File: src/sv/pff_pkg.sv
`timescale 1ns / 1ps

package pff_pkg;

   // field widths
   localparam int CHAR_W = 8;
   localparam int ARG_W  = 64;
   localparam int LEN_W  = 16;

   // binary to decimal conversion: 64 binary bits give at most 20 bcd digits
   localparam int BCD_DIGITS = 20;
   localparam int BCD_W      = 4 * BCD_DIGITS;
   localparam int DAB_CNT_W  = $clog2(ARG_W);

   localparam logic [LEN_W-1:0] LEN_MAX = '1;

   // character codes
   localparam logic [CHAR_W-1:0] CH_PERCENT = 8'h25;
   localparam logic [CHAR_W-1:0] CH_MINUS   = 8'h2D;
   localparam logic [CHAR_W-1:0] CH_ZERO    = 8'h30;
   localparam logic [CHAR_W-1:0] CH_LONG    = 8'h6C;
   localparam logic [CHAR_W-1:0] CH_X_UPPER = 8'h58;
   localparam logic [CHAR_W-1:0] CH_CHAR    = 8'h63;
   localparam logic [CHAR_W-1:0] CH_DEC_D   = 8'h64;
   localparam logic [CHAR_W-1:0] CH_DEC_I   = 8'h69;
   localparam logic [CHAR_W-1:0] CH_OCT     = 8'h6F;
   localparam logic [CHAR_W-1:0] CH_PTR     = 8'h70;
   localparam logic [CHAR_W-1:0] CH_UNS     = 8'h75;
   localparam logic [CHAR_W-1:0] CH_X_LOWER = 8'h78;

   localparam logic [CHAR_W-1:0] DIGIT_CHARS [16] = '{
      8'h30, 8'h31, 8'h32, 8'h33, 8'h34, 8'h35, 8'h36, 8'h37,
      8'h38, 8'h39, 8'h41, 8'h42, 8'h43, 8'h44, 8'h45, 8'h46
   };

   // outcome of decoding one format byte
   typedef enum logic [1:0] {
      KIND_NONE  = 2'd0,
      KIND_CHAR  = 2'd1,
      KIND_ERROR = 2'd2,
      KIND_NUM   = 2'd3
   } kind_type;

   // controller to datapath
   typedef struct packed {
      logic take;
      logic decode;
      logic dabble;
      logic gen;
      logic emit;
   } cmd_type;

   // datapath to controller
   typedef struct packed {
      kind_type kind;
      logic     is_dec;
      logic     dabble_last;
      logic     gen_last;
      logic     emit_last;
      logic     out_free;
   } stat_type;

endpackage

File: src/sv/pff_channels.sv
`timescale 1ns / 1ps

// format byte channel
interface pff_req_if;
   logic        valid;
   logic        ready;
   logic [7:0]  fmt_char;
   logic [63:0] arg_value;
   logic        fmt_last;

   modport source (output valid, output fmt_char, output arg_value, output fmt_last,
                   input ready);
   modport sink   (input valid, input fmt_char, input arg_value, input fmt_last,
                   output ready);
endinterface

// output character channel
interface pff_rsp_if;
   logic        valid;
   logic        ready;
   logic [7:0]  out_char;
   logic        status;
   logic        run_last;
   logic        format_done;
   logic [15:0] out_length;

   modport source (output valid, output out_char, output status, output run_last,
                   output format_done, output out_length, input ready);
   modport sink   (input valid, input out_char, input status, input run_last,
                   input format_done, input out_length, output ready);
endinterface

File: src/sv/pff_ctrl.sv
`timescale 1ns / 1ps

module pff_ctrl (
   input  logic               clock,
   input  logic               reset,
   input  logic               req_valid,
   output logic               req_ready,
   input  pff_pkg::stat_type  stat,
   output pff_pkg::cmd_type   cmd
);

   typedef enum logic [4:0] {
      ST_IDLE   = 5'b00001,
      ST_DECODE = 5'b00010,
      ST_DABBLE = 5'b00100,
      ST_GEN    = 5'b01000,
      ST_EMIT   = 5'b10000
   } state_type;

   state_type state_ff, state_in;

   // next state and commands
   always_comb begin
      state_in   = state_ff;
      cmd        = '0;
      req_ready  = 1'b0;
      unique case (state_ff)
         ST_IDLE: begin
            req_ready = 1'b1;
            cmd.take  = req_valid;
            if (req_valid) state_in = ST_DECODE;
         end
         ST_DECODE: begin
            cmd.decode = 1'b1;
            unique case (stat.kind)
               pff_pkg::KIND_NONE:  state_in = ST_IDLE;
               pff_pkg::KIND_CHAR:  state_in = ST_EMIT;
               pff_pkg::KIND_ERROR: state_in = ST_EMIT;
               pff_pkg::KIND_NUM:   state_in = stat.is_dec ? ST_DABBLE : ST_GEN;
               default:             state_in = ST_IDLE;
            endcase
         end
         ST_DABBLE: begin
            cmd.dabble = 1'b1;
            if (stat.dabble_last) state_in = ST_GEN;
         end
         ST_GEN: begin
            cmd.gen = 1'b1;
            if (stat.gen_last) state_in = ST_EMIT;
         end
         ST_EMIT: begin
            cmd.emit = stat.out_free;
            if (stat.out_free && stat.emit_last) state_in = ST_IDLE;
         end
         default: state_in = ST_IDLE;
      endcase
   end

   always_ff @(posedge clock) begin
      if (reset) state_ff <= ST_IDLE;
      else       state_ff <= state_in;
   end

   // a byte with no output goes straight back for the next one
   a_none_returns: assert property (@(posedge clock) disable iff (reset)
      (state_ff == ST_DECODE && stat.kind == pff_pkg::KIND_NONE) |=> state_ff == ST_IDLE)
      else $error("byte without output did not return to idle");

   // a character is only pushed when the output register can take it
   a_emit_free: assert property (@(posedge clock) disable iff (reset)
      cmd.emit |-> stat.out_free)
      else $error("character pushed into a full output register");

endmodule

File: src/sv/pff_datapath.sv
`timescale 1ns / 1ps

module pff_datapath #(
   parameter int DIGIT_SLOTS = 24
) (
   input  logic              clock,
   input  logic              reset,
   input  pff_pkg::cmd_type  cmd,
   output pff_pkg::stat_type stat,
   input  logic [7:0]        in_fmt_char,
   input  logic [63:0]       in_arg_value,
   input  logic              in_fmt_last,
   output logic              rsp_valid,
   input  logic              rsp_ready,
   output logic [7:0]        rsp_out_char,
   output logic              rsp_status,
   output logic              rsp_run_last,
   output logic              rsp_format_done,
   output logic [15:0]       rsp_out_length
);

   localparam int IDX_W = $clog2(DIGIT_SLOTS);
   localparam int CNT_W = $clog2(DIGIT_SLOTS + 1);

   // latched input word
   logic [7:0]  char_ff;
   logic [63:0] arg_ff;
   logic        last_ff;

   // specifier state
   logic [1:0]  phase_ff, phase_in;
   logic        wide_ff, wide_in;
   logic [15:0] len_ff, len_in;

   // pending prefix characters and error flag
   logic        err_ff;
   logic [7:0]  pre0_ff, pre1_ff;
   logic [1:0]  pre_cnt_ff;

   // digit generation
   logic [63:0]             bin_ff;
   logic [pff_pkg::BCD_W-1:0] work_ff;
   logic [pff_pkg::DAB_CNT_W-1:0] dab_cnt_ff;
   logic                    oct_ff;
   logic [CNT_W-1:0]        n_ff;
   logic [3:0]              store_ff [DIGIT_SLOTS];

   // output register
   logic        valid_ff;
   logic [7:0]  ochar_ff;
   logic        ostatus_ff, orun_ff, odone_ff;
   logic [15:0] olen_ff;

   // decode results
   pff_pkg::kind_type kind_d;
   logic        dec_d, oct_d;
   logic [7:0]  pre0_d, pre1_d;
   logic [1:0]  pre_cnt_d;
   logic [63:0] val_d, sval_d, arg32_d;

   // byte decode against the specifier state
   always_comb begin
      kind_d    = pff_pkg::KIND_NONE;
      dec_d     = 1'b0;
      oct_d     = 1'b0;
      pre0_d    = char_ff;
      pre1_d    = pff_pkg::CH_X_LOWER;
      pre_cnt_d = 2'd0;
      arg32_d   = {32'b0, arg_ff[31:0]};
      sval_d    = wide_ff ? arg_ff : {{32{arg_ff[31]}}, arg_ff[31:0]};
      val_d     = wide_ff ? arg_ff : arg32_d;
      phase_in  = phase_ff;
      wide_in   = wide_ff;
      if (phase_ff == 2'd0) begin
         if (char_ff == pff_pkg::CH_PERCENT) begin
            if (last_ff) kind_d = pff_pkg::KIND_ERROR;
            else begin
               phase_in = 2'd1;
               wide_in  = 1'b0;
            end
         end else begin
            kind_d    = pff_pkg::KIND_CHAR;
            pre_cnt_d = 2'd1;
         end
      end else if (char_ff == pff_pkg::CH_LONG && phase_ff != 2'd3) begin
         if (last_ff) kind_d = pff_pkg::KIND_ERROR;
         else begin
            phase_in = phase_ff + 2'd1;
            wide_in  = 1'b1;
         end
      end else begin
         unique case (char_ff)
            pff_pkg::CH_PERCENT: begin
               kind_d    = wide_ff ? pff_pkg::KIND_ERROR : pff_pkg::KIND_CHAR;
               pre_cnt_d = 2'd1;
            end
            pff_pkg::CH_CHAR: begin
               kind_d    = wide_ff ? pff_pkg::KIND_ERROR : pff_pkg::KIND_CHAR;
               pre0_d    = arg_ff[7:0];
               pre_cnt_d = 2'd1;
            end
            pff_pkg::CH_X_LOWER, pff_pkg::CH_X_UPPER: begin
               kind_d = pff_pkg::KIND_NUM;
            end
            pff_pkg::CH_DEC_D, pff_pkg::CH_DEC_I: begin
               kind_d = pff_pkg::KIND_NUM;
               dec_d  = 1'b1;
               val_d  = sval_d;
               if (sval_d[63]) begin
                  pre0_d    = pff_pkg::CH_MINUS;
                  pre_cnt_d = 2'd1;
                  val_d     = ~sval_d + 64'd1;
               end
            end
            pff_pkg::CH_UNS: begin
               kind_d = pff_pkg::KIND_NUM;
               dec_d  = 1'b1;
            end
            pff_pkg::CH_OCT: begin
               kind_d = pff_pkg::KIND_NUM;
               oct_d  = 1'b1;
            end
            pff_pkg::CH_PTR: begin
               kind_d    = pff_pkg::KIND_NUM;
               pre0_d    = pff_pkg::CH_ZERO;
               pre_cnt_d = 2'd2;
               val_d     = arg_ff;
            end
            default: kind_d = pff_pkg::KIND_ERROR;
         endcase
         phase_in = 2'd0;
         wide_in  = 1'b0;
      end
      // an error or the end of the format returns to the literal phase
      if (kind_d == pff_pkg::KIND_ERROR || (kind_d != pff_pkg::KIND_NONE && last_ff)) begin
         phase_in = 2'd0;
         wide_in  = 1'b0;
      end
   end

   // double dabble adjust: each bcd digit of five or more gets three added
   logic [pff_pkg::BCD_W-1:0] adj_d;
   logic [3:0] nib_d;
   always_comb begin
      adj_d = work_ff;
      nib_d = '0;
      for (int i = 0; i < pff_pkg::BCD_DIGITS; i++) begin
         nib_d = work_ff[4*i +: 4];
         adj_d[4*i +: 4] = (nib_d >= 4'd5) ? nib_d + 4'd3 : nib_d;
      end
   end

   // one digit off the low end per cycle
   logic [3:0]                gen_digit;
   logic [pff_pkg::BCD_W-1:0] gen_work;
   logic [CNT_W-1:0]          n_inc;
   always_comb begin
      gen_digit = oct_ff ? {1'b0, work_ff[2:0]} : work_ff[3:0];
      gen_work  = oct_ff ? (work_ff >> 3) : (work_ff >> 4);
      n_inc     = n_ff + CNT_W'(1);
   end

   // emission of the next character
   logic [CNT_W-1:0] rd_cnt;
   logic [IDX_W-1:0] rd_idx;
   logic [7:0]       emit_char;
   logic             emit_last, emit_done;
   logic [15:0]      len_inc;
   always_comb begin
      rd_cnt    = n_ff - CNT_W'(1);
      rd_idx    = rd_cnt[IDX_W-1:0];
      emit_char = err_ff ? 8'h00 :
                  (pre_cnt_ff != 2'd0) ? pre0_ff : pff_pkg::DIGIT_CHARS[store_ff[rd_idx]];
      emit_last = err_ff || (pre_cnt_ff == 2'd1 && n_ff == '0)
                         || (pre_cnt_ff == 2'd0 && n_ff == CNT_W'(1));
      emit_done = err_ff || (emit_last && last_ff);
      len_inc   = (len_ff == pff_pkg::LEN_MAX) ? len_ff : len_ff + 16'd1;
      len_in    = len_ff;
      if (cmd.emit) begin
         if (emit_done)    len_in = '0;
         else if (!err_ff) len_in = len_inc;
      end
   end

   // status to the controller
   always_comb begin
      stat.kind        = kind_d;
      stat.is_dec      = dec_d;
      stat.dabble_last = dab_cnt_ff == pff_pkg::DAB_CNT_W'(pff_pkg::ARG_W - 1);
      stat.gen_last    = (gen_work == '0) || (n_inc == CNT_W'(DIGIT_SLOTS));
      stat.emit_last   = emit_last;
      stat.out_free    = !valid_ff || rsp_ready;
   end

   // control registers
   always_ff @(posedge clock) begin
      if (reset) begin
         phase_ff   <= 2'd0;
         wide_ff    <= 1'b0;
         len_ff     <= '0;
         err_ff     <= 1'b0;
         pre_cnt_ff <= 2'd0;
         n_ff       <= '0;
         valid_ff   <= 1'b0;
      end else begin
         len_ff <= len_in;
         if (cmd.decode) begin
            phase_ff   <= phase_in;
            wide_ff    <= wide_in;
            err_ff     <= kind_d == pff_pkg::KIND_ERROR;
            pre_cnt_ff <= (kind_d == pff_pkg::KIND_ERROR) ? 2'd0 : pre_cnt_d;
            n_ff       <= '0;
         end else if (cmd.gen) begin
            n_ff <= n_inc;
         end else if (cmd.emit) begin
            err_ff <= 1'b0;
            if (pre_cnt_ff != 2'd0) pre_cnt_ff <= pre_cnt_ff - 2'd1;
            else if (!err_ff)       n_ff <= rd_cnt;
         end
         if (cmd.emit)       valid_ff <= 1'b1;
         else if (rsp_ready) valid_ff <= 1'b0;
      end
   end

   // payload registers
   always_ff @(posedge clock) begin
      if (cmd.take) begin
         char_ff <= in_fmt_char;
         arg_ff  <= in_arg_value;
         last_ff <= in_fmt_last;
      end
      if (cmd.decode) begin
         pre0_ff    <= pre0_d;
         pre1_ff    <= pre1_d;
         oct_ff     <= oct_d;
         dab_cnt_ff <= '0;
         bin_ff     <= val_d;
         work_ff    <= dec_d ? '0 : {{(pff_pkg::BCD_W - 64){1'b0}}, val_d};
      end else if (cmd.dabble) begin
         work_ff    <= {adj_d[pff_pkg::BCD_W-2:0], bin_ff[63]};
         bin_ff     <= {bin_ff[62:0], 1'b0};
         dab_cnt_ff <= dab_cnt_ff + pff_pkg::DAB_CNT_W'(1);
      end else if (cmd.gen) begin
         work_ff <= gen_work;
         store_ff[n_ff[IDX_W-1:0]] <= gen_digit;
      end else if (cmd.emit && pre_cnt_ff != 2'd0) begin
         pre0_ff <= pre1_ff;
      end
      if (cmd.emit) begin
         ochar_ff   <= emit_char;
         ostatus_ff <= err_ff;
         orun_ff    <= emit_last;
         odone_ff   <= emit_done;
         olen_ff    <= err_ff ? len_ff : len_inc;
      end
   end

   assign rsp_valid       = valid_ff;
   assign rsp_out_char    = ochar_ff;
   assign rsp_status      = ostatus_ff;
   assign rsp_run_last    = orun_ff;
   assign rsp_format_done = odone_ff;
   assign rsp_out_length  = olen_ff;

   // an error word always ends both the byte and the format
   a_err_ends: assert property (@(posedge clock) disable iff (reset)
      (valid_ff && ostatus_ff) |-> (orun_ff && odone_ff))
      else $error("error word without end marks");

   // the digit store never fills past its depth
   a_gen_depth: assert property (@(posedge clock) disable iff (reset)
      cmd.gen |-> (n_ff < CNT_W'(DIGIT_SLOTS)))
      else $error("digit store overrun");

   // nothing is left pending once the last character of a byte goes out
   a_emit_drained: assert property (@(posedge clock) disable iff (reset)
      (cmd.emit && emit_last) |=> (n_ff == '0 && pre_cnt_ff == 2'd0 && !err_ff))
      else $error("characters left after the last one");

endmodule

File: src/sv/printf_style_formatter.sv
`timescale 1ns / 1ps

// channel   dir   words                        payload
// req_chan  in    one per format byte          fmt_char, arg_value, fmt_last
// rsp_chan  out   0 to 22 per format byte      out_char, status, run_last,
//                                              format_done, out_length
//
// one byte at a time: it is taken and decoded, then for a number one digit is
// generated per cycle (hex and octal), after a binary-to-bcd conversion for
// decimal, then one character goes out per cycle while rsp_chan takes them.
// the character output is a register, so a stalled rsp_chan only holds the
// character sequence; no new byte is taken until the last word is loaded.
// reset (synchronous) clears the specifier state and the character count.

module printf_style_formatter #(
   parameter int DIGIT_SLOTS = 24
) (
   input  logic        clock,
   input  logic        reset,
   pff_req_if.sink     req_chan,
   pff_rsp_if.source   rsp_chan
);

   pff_pkg::cmd_type  cmd;
   pff_pkg::stat_type stat;

   pff_ctrl u_ctrl (
      .clock     (clock),
      .reset     (reset),
      .req_valid (req_chan.valid),
      .req_ready (req_chan.ready),
      .stat      (stat),
      .cmd       (cmd)
   );

   pff_datapath #(
      .DIGIT_SLOTS (DIGIT_SLOTS)
   ) u_datapath (
      .clock           (clock),
      .reset           (reset),
      .cmd             (cmd),
      .stat            (stat),
      .in_fmt_char     (req_chan.fmt_char),
      .in_arg_value    (req_chan.arg_value),
      .in_fmt_last     (req_chan.fmt_last),
      .rsp_valid       (rsp_chan.valid),
      .rsp_ready       (rsp_chan.ready),
      .rsp_out_char    (rsp_chan.out_char),
      .rsp_status      (rsp_chan.status),
      .rsp_run_last    (rsp_chan.run_last),
      .rsp_format_done (rsp_chan.format_done),
      .rsp_out_length  (rsp_chan.out_length)
   );

endmodule
File: src/flat_wrapper.sv
// flat-port wrapper written by rule: the top's interface ports become plain ports
module printf_style_formatter_flat 
#(
   parameter int DIGIT_SLOTS = 24
)
  (clock, reset, req_chan_valid, req_chan_fmt_char, req_chan_arg_value, req_chan_fmt_last, req_chan_ready, rsp_chan_valid, rsp_chan_out_char, rsp_chan_status, rsp_chan_run_last, rsp_chan_format_done, rsp_chan_out_length, rsp_chan_ready);
  pff_req_if req_chan_i ();
  pff_rsp_if rsp_chan_i ();
  input  logic clock;
  input  logic reset;
  input wire logic [$bits(req_chan_i.valid)-1:0] req_chan_valid;
  input wire logic [$bits(req_chan_i.fmt_char)-1:0] req_chan_fmt_char;
  input wire logic [$bits(req_chan_i.arg_value)-1:0] req_chan_arg_value;
  input wire logic [$bits(req_chan_i.fmt_last)-1:0] req_chan_fmt_last;
  output wire logic [$bits(req_chan_i.ready)-1:0] req_chan_ready;
  output wire logic [$bits(rsp_chan_i.valid)-1:0] rsp_chan_valid;
  output wire logic [$bits(rsp_chan_i.out_char)-1:0] rsp_chan_out_char;
  output wire logic [$bits(rsp_chan_i.status)-1:0] rsp_chan_status;
  output wire logic [$bits(rsp_chan_i.run_last)-1:0] rsp_chan_run_last;
  output wire logic [$bits(rsp_chan_i.format_done)-1:0] rsp_chan_format_done;
  output wire logic [$bits(rsp_chan_i.out_length)-1:0] rsp_chan_out_length;
  input wire logic [$bits(rsp_chan_i.ready)-1:0] rsp_chan_ready;
  assign req_chan_i.valid = req_chan_valid;
  assign req_chan_i.fmt_char = req_chan_fmt_char;
  assign req_chan_i.arg_value = req_chan_arg_value;
  assign req_chan_i.fmt_last = req_chan_fmt_last;
  assign req_chan_ready = req_chan_i.ready;
  assign rsp_chan_valid = rsp_chan_i.valid;
  assign rsp_chan_out_char = rsp_chan_i.out_char;
  assign rsp_chan_status = rsp_chan_i.status;
  assign rsp_chan_run_last = rsp_chan_i.run_last;
  assign rsp_chan_format_done = rsp_chan_i.format_done;
  assign rsp_chan_out_length = rsp_chan_i.out_length;
  assign rsp_chan_i.ready = rsp_chan_ready;
  printf_style_formatter #(.DIGIT_SLOTS(DIGIT_SLOTS)) u_core (.clock(clock), .reset(reset), .req_chan(req_chan_i), .rsp_chan(rsp_chan_i));
endmodule
File: config.mk
export PLATFORM = sky130hd
export DESIGN_NAME = printf_style_formatter_flat
export DESIGN_NICKNAME = d
export VERILOG_FILES = /design/src/sv/pff_pkg.sv /design/src/sv/pff_channels.sv /design/src/sv/pff_ctrl.sv /design/src/sv/pff_datapath.sv /design/src/sv/printf_style_formatter.sv /design/src/flat_wrapper.sv
export SDC_FILE = /design/constraint.sdc
export NUM_CORES = 1
export LEC_CHECK = 0
export ABC_AREA = 1
export BUFFER_PORTS_ARGS = -buffer_cell sky130_fd_sc_hd__buf_2
export CAP_MARGIN = 20
export CORE_ASPECT_RATIO = 0.75
export CORE_MARGIN = 2
export CORE_UTILIZATION = 45
export DETAILED_ROUTE_END_ITERATION = 10
export PLACE_DENSITY = 0.68
export RECOVER_POWER = 100
export SLEW_MARGIN = 20
export SYNTH_ARGS = -nofsm -noshare
export SYNTH_HDL_FRONTEND = slang
export SYNTH_SLANG_ARGS = --single-unit
File: constraint.sdc
create_clock -name clock -period 4.06 [get_ports clock]
set_input_delay 0.812 -clock clock [delete_from_list [all_inputs] [get_ports clock]]
set_output_delay 0.812 -clock clock [all_outputs]
set_load 0.05 [all_outputs]
==> summary.md, run 1 <==
| Metric | Value |
|---|---|
| DRT antenna net count | `0` |
| Mux contribution to synthesized area | `0.0498%` |
| Count leader, synth | `nand2_1` |
| DR WL/cell | `19.3 um` |
| Clk Latency, worst-skew pair | `0.59 ns` |
| Mapped Nets | `2884` |
| Max-Cap Viols | `4` |
| Die Ht | `198 um` |
| Simple-gate share of the synthesized area | `24.9%` |
| Logic gate share of total power | `7.4%` |
| Synth top area cells | `edfxtp_1 46%, nand2_1 12%, o21ai_0 5.8%` |
| NumNets Final | `2950` |
| Crit path arrival time | `3.92 ns` |
| First-pass GRT wire length | `105 mm` |
| Max-slew violations | `209` |
| Crit end category | `flip-flop` |
| Number of fill cells in the layout | `4729` |
| Cell taking the most area after synthesis | `edfxtp_1` |
| Crit path required time | `4.32 ns` |
| Tot GR Track Use | `25.6%` |
| Crit path max-delay family | `buffers and inverters` |
| Drt via density | `5.69` |
| CTS tree | `done` |
| Initial DRT Pass Iterations | `5` |
| Buf+Inv Stages, Crit Path | `4` |
| Antenna violations before repair | `0` |
| Adder-Cell Fraction of Synth Area | `3.10%` |
| Root buf cell | `clkbuf_16` |
| Share of layout cells above drive strength 1 | `6.98%` |
| Drt total wl | `67.5 mm` |
| Final GP Congestion | `0.972` |
| Tightest Pin Transition | `2.06 ns` |
| Post-Layout Inst Area | `24800 um2` |
| Row count | `71` |
| Relative slew slack | `-37.1%` |
| Largest net degree at the start of global routing | `130` |
| Vias in the first global route | `18688` |
| RSZ-0062 raised after global routing | `false` |
| PwrDens | `358 nW/um2` |
| Worst-path fanout max | `16` |
| Post-synth EDFFs | `349` |
| Number of antenna diodes | `0` |
| Setup_tns | `0 ns` |
| Compound-cell area share of the yosys netlist | `14.0%` |
| Clock buffer depth | `3` |
| Crit path launch type | `flip-flop` |
| VDD IR max | `327 uV` |
| Setup CP Type | `flip-flop to flip-flop` |
| GRT Residual Overflow | `0` |
| Leak | `0.00987 uW` |
| Switching Share | `25.0%` |
| Synth warn | `0` |
| Synth cell count leaders | `701 x nand2_1, 349 x edfxtp_1, 310 x nor2_1` |
| H-tree Lvls | `2` |
| Die X | `263 um` |
| Internal power | `6660 uW` |
| Footprint of the multi-input gates | `9670 um2` |
| Largest family of logic cells by synthesized area | `simple AND/OR/NAND/NOR gates` |
| Hpwl dp | `48.3 mm` |
| Top_reg_cell synth | `edfxtp_1` |
| Clock slew at reported path FFs | `0.06 ns` |
| Num CTS Buffers | `41` |
| Avg Inst Size Synth | `8.21 um2` |
| Status | `finished, violations left` |
| # resized after CTS | `0` |
| Tcrit/Tclk final | `90.2%` |
| Port bufs | `105` |
| Cells after Synth | `2751` |
| Flop pwr share | `51.7%` |
| XOR/XNOR share of the synthesized area | `0.958%` |
| IO Pins | `106` |
| Share of the synthesized area in the top cell type | `46.4%` |
| Mapped Area | `22600 um2` |
| Clock group share of total power | `40.9%` |
| Crit-path slowest cell | `ha_1` |
| Setup Viol. Count Final | `0` |
| Most frequent CP cell | `nand2_1` |
| Via count | `19966` |
| Num Clock Sinks | `388` |
| Clock skew | `0.0272 ns` |
| Fmax | `273 MHz` |
| #FFs+latches synth | `388` |
| Hold Crit Class | `input pin to flip-flop` |
| Post-synthesis sequential area ratio | `49.8%` |
| P&R area growth vs syn | `9.80%` |
| CP max stage delay | `0.66 ns` |
| Starting density of the core | `45.3%` |
| Overall Power | `8890 uW` |
| Final Hold Vio Count | `0` |
| DP Area | `23700 um2` |
| Register area | `11300 um2` |
| Die Area | `52000 um2` |
| Failing checks | `max-capacitance violations, max-slew violations` |
| DRT iter0 DRCs | `2313` |
| Post-CTS Hold Fix Bufs | `0` |
| Detailed-route DRC error count | `0` |
| Min Clock Period, post-route | `3.66 ns` |
| Crit-path cells | `inv_1 > ha_1 > inv_1 > nand2_1 > inv_2 > nand2_2 > inv_1 > nand2_1 > nand2_1 > nand2_1 > a31oi_1 > a21oi_1 > o21ai_0` |
| Post-CTS Setup Bufs | `0` |
| Ys async rst share | `0%` |
| Core area | `49800 um2` |
| NetSw | `2230 uW` |
| Distinct cells, synth | `59` |
[worst paths after layout]
kind / startpoint / to / slack (ns) / cells after the start
setup / recovery: u_core.u_datapath.phase_ff[0]$_SDFFE_PP0P_ / u_core.u_datapath.work_ff[3]$_DFFE_PP_ / 0.40 / 13
hold / removal: req_chan_arg_value[56] / u_core.u_datapath.arg_ff[56]$_DFFE_PP_ / 0.39 / 1
setup reg to reg: u_core.u_datapath.phase_ff[0]$_SDFFE_PP0P_ / u_core.u_datapath.work_ff[3]$_DFFE_PP_ / 0.40 / 13
hold reg to reg: u_core.u_datapath.dab_cnt_ff[2]$_SDFFE_PP0P_ / u_core.u_datapath.dab_cnt_ff[2]$_SDFFE_PP0P_ / 0.44 / 1
[metrics by stage]
stage                     utilization, %  hold WS [ns]  instances  setup slack [ns]
final                               49.8         0.395       3506             0.399
after global routing                49.8         0.381       3506             0.201
after CTS                           50.1         0.370       3506             0.740
after detailed placement            47.5         0.427       3431             0.779
after global placement              47.5         0.423       3431             0.810
after floorplan                        -         0.412       2751            0.0972
[routing by layer]
metal	share of wire [%]	GRT usage [%]	up-vias
li1	-	-	9497
met1	44	35.5	9392
met2	44	39.7	934
met3	8.3	4.35	143
met4	3.9	10.8	0
met5	0	0	-
[final cells by class]
| class | instances | area share [%] |
|---|---|---|
| flip-flops and latches | 388 | 45.4 |
| multi-input cells | 1961 | 39.0 |
| inverters | 294 | 4.46 |
| clock buffers | 56 | 4.44 |
| well taps | 657 | 3.31 |
| repair buffers | 131 | 2.73 |
| clock inverters | 19 | 0.686 |
[cells by family after synthesis]
| group | count (synthesis) |
|---|---|
| mux | 1 |
| xor+xnor | 23 |
| flops | 388 |
| simple gates | 1328 |
| compound gates | 553 |
| fa+ha+maj | 56 |
| buf+inv | 402 |
[power by group through the flow]
stage | Combinational, uW | Clock [uW] | Sequential, uW
finish | 658 | 3640 | 4590
global route | 742 | 3850 | 4600
CTS | 661 | 3700 | 4590
detailed placement | 658 | 0 | 4670
global placement | 643 | 0 | 4670
floorplan | 457 | 0 | 4620
[state kept, by name (all words and copies together) (netlist names), 8 cells and up]
signal / count
u_core.u_datapath.store_ff: 96
u_core.u_datapath.work_ff: 80
u_core.u_datapath.arg_ff: 64
u_core.u_datapath.bin_ff: 64
u_core.u_datapath.len_ff: 16
u_core.u_datapath.rsp_out_length: 16
u_core.u_datapath.char_ff: 8
u_core.u_datapath.pre0_ff: 8
u_core.u_datapath.rsp_out_char: 8
[layout by cell type, fill, tap and decap left out, types with 6 or more instances in the layout]
cell type  Yosys  routed
o211ai_1      47      47
clkbuf_1      51      58
nor3_1        20      22
a32oi_1        8       8
nor3b_1        7       7
nor2_2        13      10
inv_2         13       9
o21ai_1       20       7
a41oi_1        6       6
buf_2         38      66
o21ai_0      262     275
or2_2         10      10
nand3b_1      10      10
nor2_1       310     313
xor2_1        17      17
nand4_1       34      34
clkinv_1       0       7
dfxtp_1       39      39
nand2_1      701     704
clkbuf_16      0      41
a31oi_1       12      12
nand2_2       15      11
a21oi_1      134     134
o221ai_1      28      28
nand3_1      184     185
inv_1        280     283
edfxtp_1     349     349
o31ai_1        6       6
o21bai_1       6       6
buf_4          4      12
o22ai_1        6       6
ha_1          56      56
No activity file was read; power rests on OpenSTA's default activity.
==> run 2, diff against run 1 <==
CAP_MARGIN = not set   (was 20)
SYNTH_HIERARCHICAL = 1   (was not set)
==> summary.md, run 2 <==
| Metric | Value |
|---|---|
| Status | `finished, violations left` |
| Failing checks | `max-capacitance violations, max-slew violations` |
| Share of layout cells above drive strength 1 | `6.75%` |
| Cells after Synth | `2763` |
| Drt total wl | `64.5 mm` |
| #FFs+latches synth | `388` |
| Leak | `0.0102 uW` |
| Clock buffer depth | `3` |
| DR WL/cell | `18.3 um` |
| Max-slew violations | `109` |
| Relative slew slack | `-40.1%` |
| Post-CTS Setup Bufs | `0` |
| Non-filler cells, final | `3530` |
| Post-CTS Hold Fix Bufs | `0` |
| P&R area growth vs syn | `10.9%` |
| Setup Viol. Count Final | `0` |
| Port bufs | `105` |
| Min Clock Period, post-route | `3.71 ns` |
| Tightest Pin Transition | `2.09 ns` |
| Synth top area cells | `edfxtp_1 46%, nand2_1 12%, o21ai_0 5.6%` |
| Detailed-route DRC error count | `0` |
| Initial DRT Pass Iterations | `6` |
| Crit path launch type | `flip-flop` |
| Largest register FFs | `96` |
| Die Area | `52000 um2` |
| Setup CP Type | `flip-flop to flip-flop` |
| H-tree Lvls | `2` |
| Synth cell count leaders | `736 x nand2_1, 349 x edfxtp_1, 300 x inv_1` |
| Fmax | `270 MHz` |
| Drt via density | `5.62` |
| Antenna violations before repair | `0` |
| CTS tree | `done` |
| Core area | `49800 um2` |
| Count leader, synth | `nand2_1` |
| Hold Crit Class | `input pin to flip-flop` |
| Most frequent cells in the layout | `737 x nand2_1, 349 x edfxtp_1, 302 x inv_1, 295 x nor2_1, 275 x o21ai_0` |
| Clock skew | `0.0416 ns` |
| DRT iter0 DRCs | `2704` |
| Synth warn | `6` |
| PwrDens | `529 nW/um2` |
| RSZ-0062 raised after global routing | `false` |
| Number of fill cells in the layout | `4718` |
| Final Hold Vio Count | `0` |
| Cells after DPL | `3453` |
| Avg Inst Size Synth | `8.17 um2` |
| Cell taking the most area after synthesis | `edfxtp_1` |
| DRT antenna net count | `0` |
| Crit path arrival time | `4.13 ns` |
| R2r setup slk | `0.35 ns` |
| Tot GR Track Use | `24.5%` |
| Die Ht | `198 um` |
| Max-Cap Viols | `4` |
| Crit path required time | `4.48 ns` |
| Ys async rst share | `0%` |
| Num CTS Buffers | `42` |
| # resized after CTS | `0` |
| Die X | `263 um` |
| Tcrit/Tclk final | `91.3%` |
| Distinct cells, synth | `56` |
| VDD IR max | `487 uV` |
| Vias in the first global route | `18192` |
| Share of the synthesized area in the top cell type | `46.5%` |
| Setup_tns | `0 ns` |
| Hpwl dp | `46.3 mm` |
| Starting density of the core | `45.3%` |
| Number of antenna diodes | `0` |
| Mapped Area | `22600 um2` |
| GRT Residual Overflow | `0` |
| Via count | `19843` |
| Final GP Congestion | `0.997` |
| Post-synthesis sequential area ratio | `49.9%` |
| Mapped Nets | `2897` |
| Root buf cell | `clkbuf_16` |
| Crit end category | `flip-flop` |
| Largest net degree at the start of global routing | `97` |
| Worst-path fanout max | `16` |
| Most common cell after layout, fill and taps aside | `nand2_1` |
| Top_reg_cell synth | `edfxtp_1` |
| Clk Latency, worst-skew pair | `0.59 ns` |
| IO Pins | `106` |
| Post-synth EDFFs | `349` |
| NumNets Final | `2974` |
| First-pass GRT wire length | `101 mm` |
| Num Clock Sinks | `388` |
| Row count | `71` |
| Clock slew at reported path FFs | `0.06 ns` |
run 2: critical path, stage by stage (launching register included):
cell,delay (ns)
edfxtp_1,0.49
nor2_1,0.12
nand3_1,0.30
clkinv_1,0.17
nor2_1,0.65
nor2_1,0.24
o22ai_2,0.73
inv_1,0.09
o21ai_1,0.50
nand3_1,0.16
nand3_1,0.10
run 2: path summary, 6_finish.rpt:
path	from	end	cells past startpoint
worst min-delay path	req_chan_arg_value[22]	u_core/u_datapath/arg_ff[22]$_DFFE_PP_	1
worst min register to register	u_core/u_datapath/dab_cnt_ff[0]$_SDFFE_PP0P_	u_core/u_datapath/dab_cnt_ff[0]$_SDFFE_PP0P_	1
worst max-delay path	u_core/u_datapath/char_ff[2]$_DFFE_PP_	u_core/u_datapath/work_ff[37]$_DFFE_PP_	10
worst max register to register	u_core/u_datapath/char_ff[2]$_DFFE_PP_	u_core/u_datapath/work_ff[37]$_DFFE_PP_	10
run 2: per-stage QoR:
step	utilization (%)	setup slack [ns]	power [uW]	area [um2]	hold WS (ns)
finish	50.2	0.354	13200	25000	0.391
global route	50.2	0.260	14000	25000	0.380
CTS	50.5	0.836	13300	25200	0.373
detailed placement	47.7	0.871	9410	23800	0.478
global placement	47.7	0.923	9330	23800	0.474
floorplan	-	0.0263	8250	22600	0.455
run 2: area by class of cell:
class | count | area [um2] | area share, %
well taps | 657 | 822 | 3.29
flip-flops and latches | 388 | 11300 | 45.0
multi-input cells | 1956 | 9630 | 38.5
inverters | 316 | 1190 | 4.74
clock inverters | 28 | 256 | 1.03
clock buffers | 49 | 1120 | 4.48
repair buffers | 136 | 739 | 2.96
run 2: logic make-up after synthesis:
group	share of synthesized area, %
simple gates	24.6
compound gates	13.4
buf+inv	7.22
flops	49.9
fa+ha+maj	3.16
xor+xnor	1.74
run 2: power breakdown:
group	leakage (uW)	switching, uW	total [uW]	internal (uW)
Clock	0.000654	1660	3850	2180
Sequential	0.00348	373	5510	5140
Combinational	0.00605	2810	3880	1070
run 2: layer usage:
metal,wire length [um],global-route usage [%],vias to the layer above
met5,0,0,-
met4,1240,6.28,0
met3,7940,6.75,110
met2,25300,33.6,1006
met1,30000,37.6,9218
li1,-,-,9509
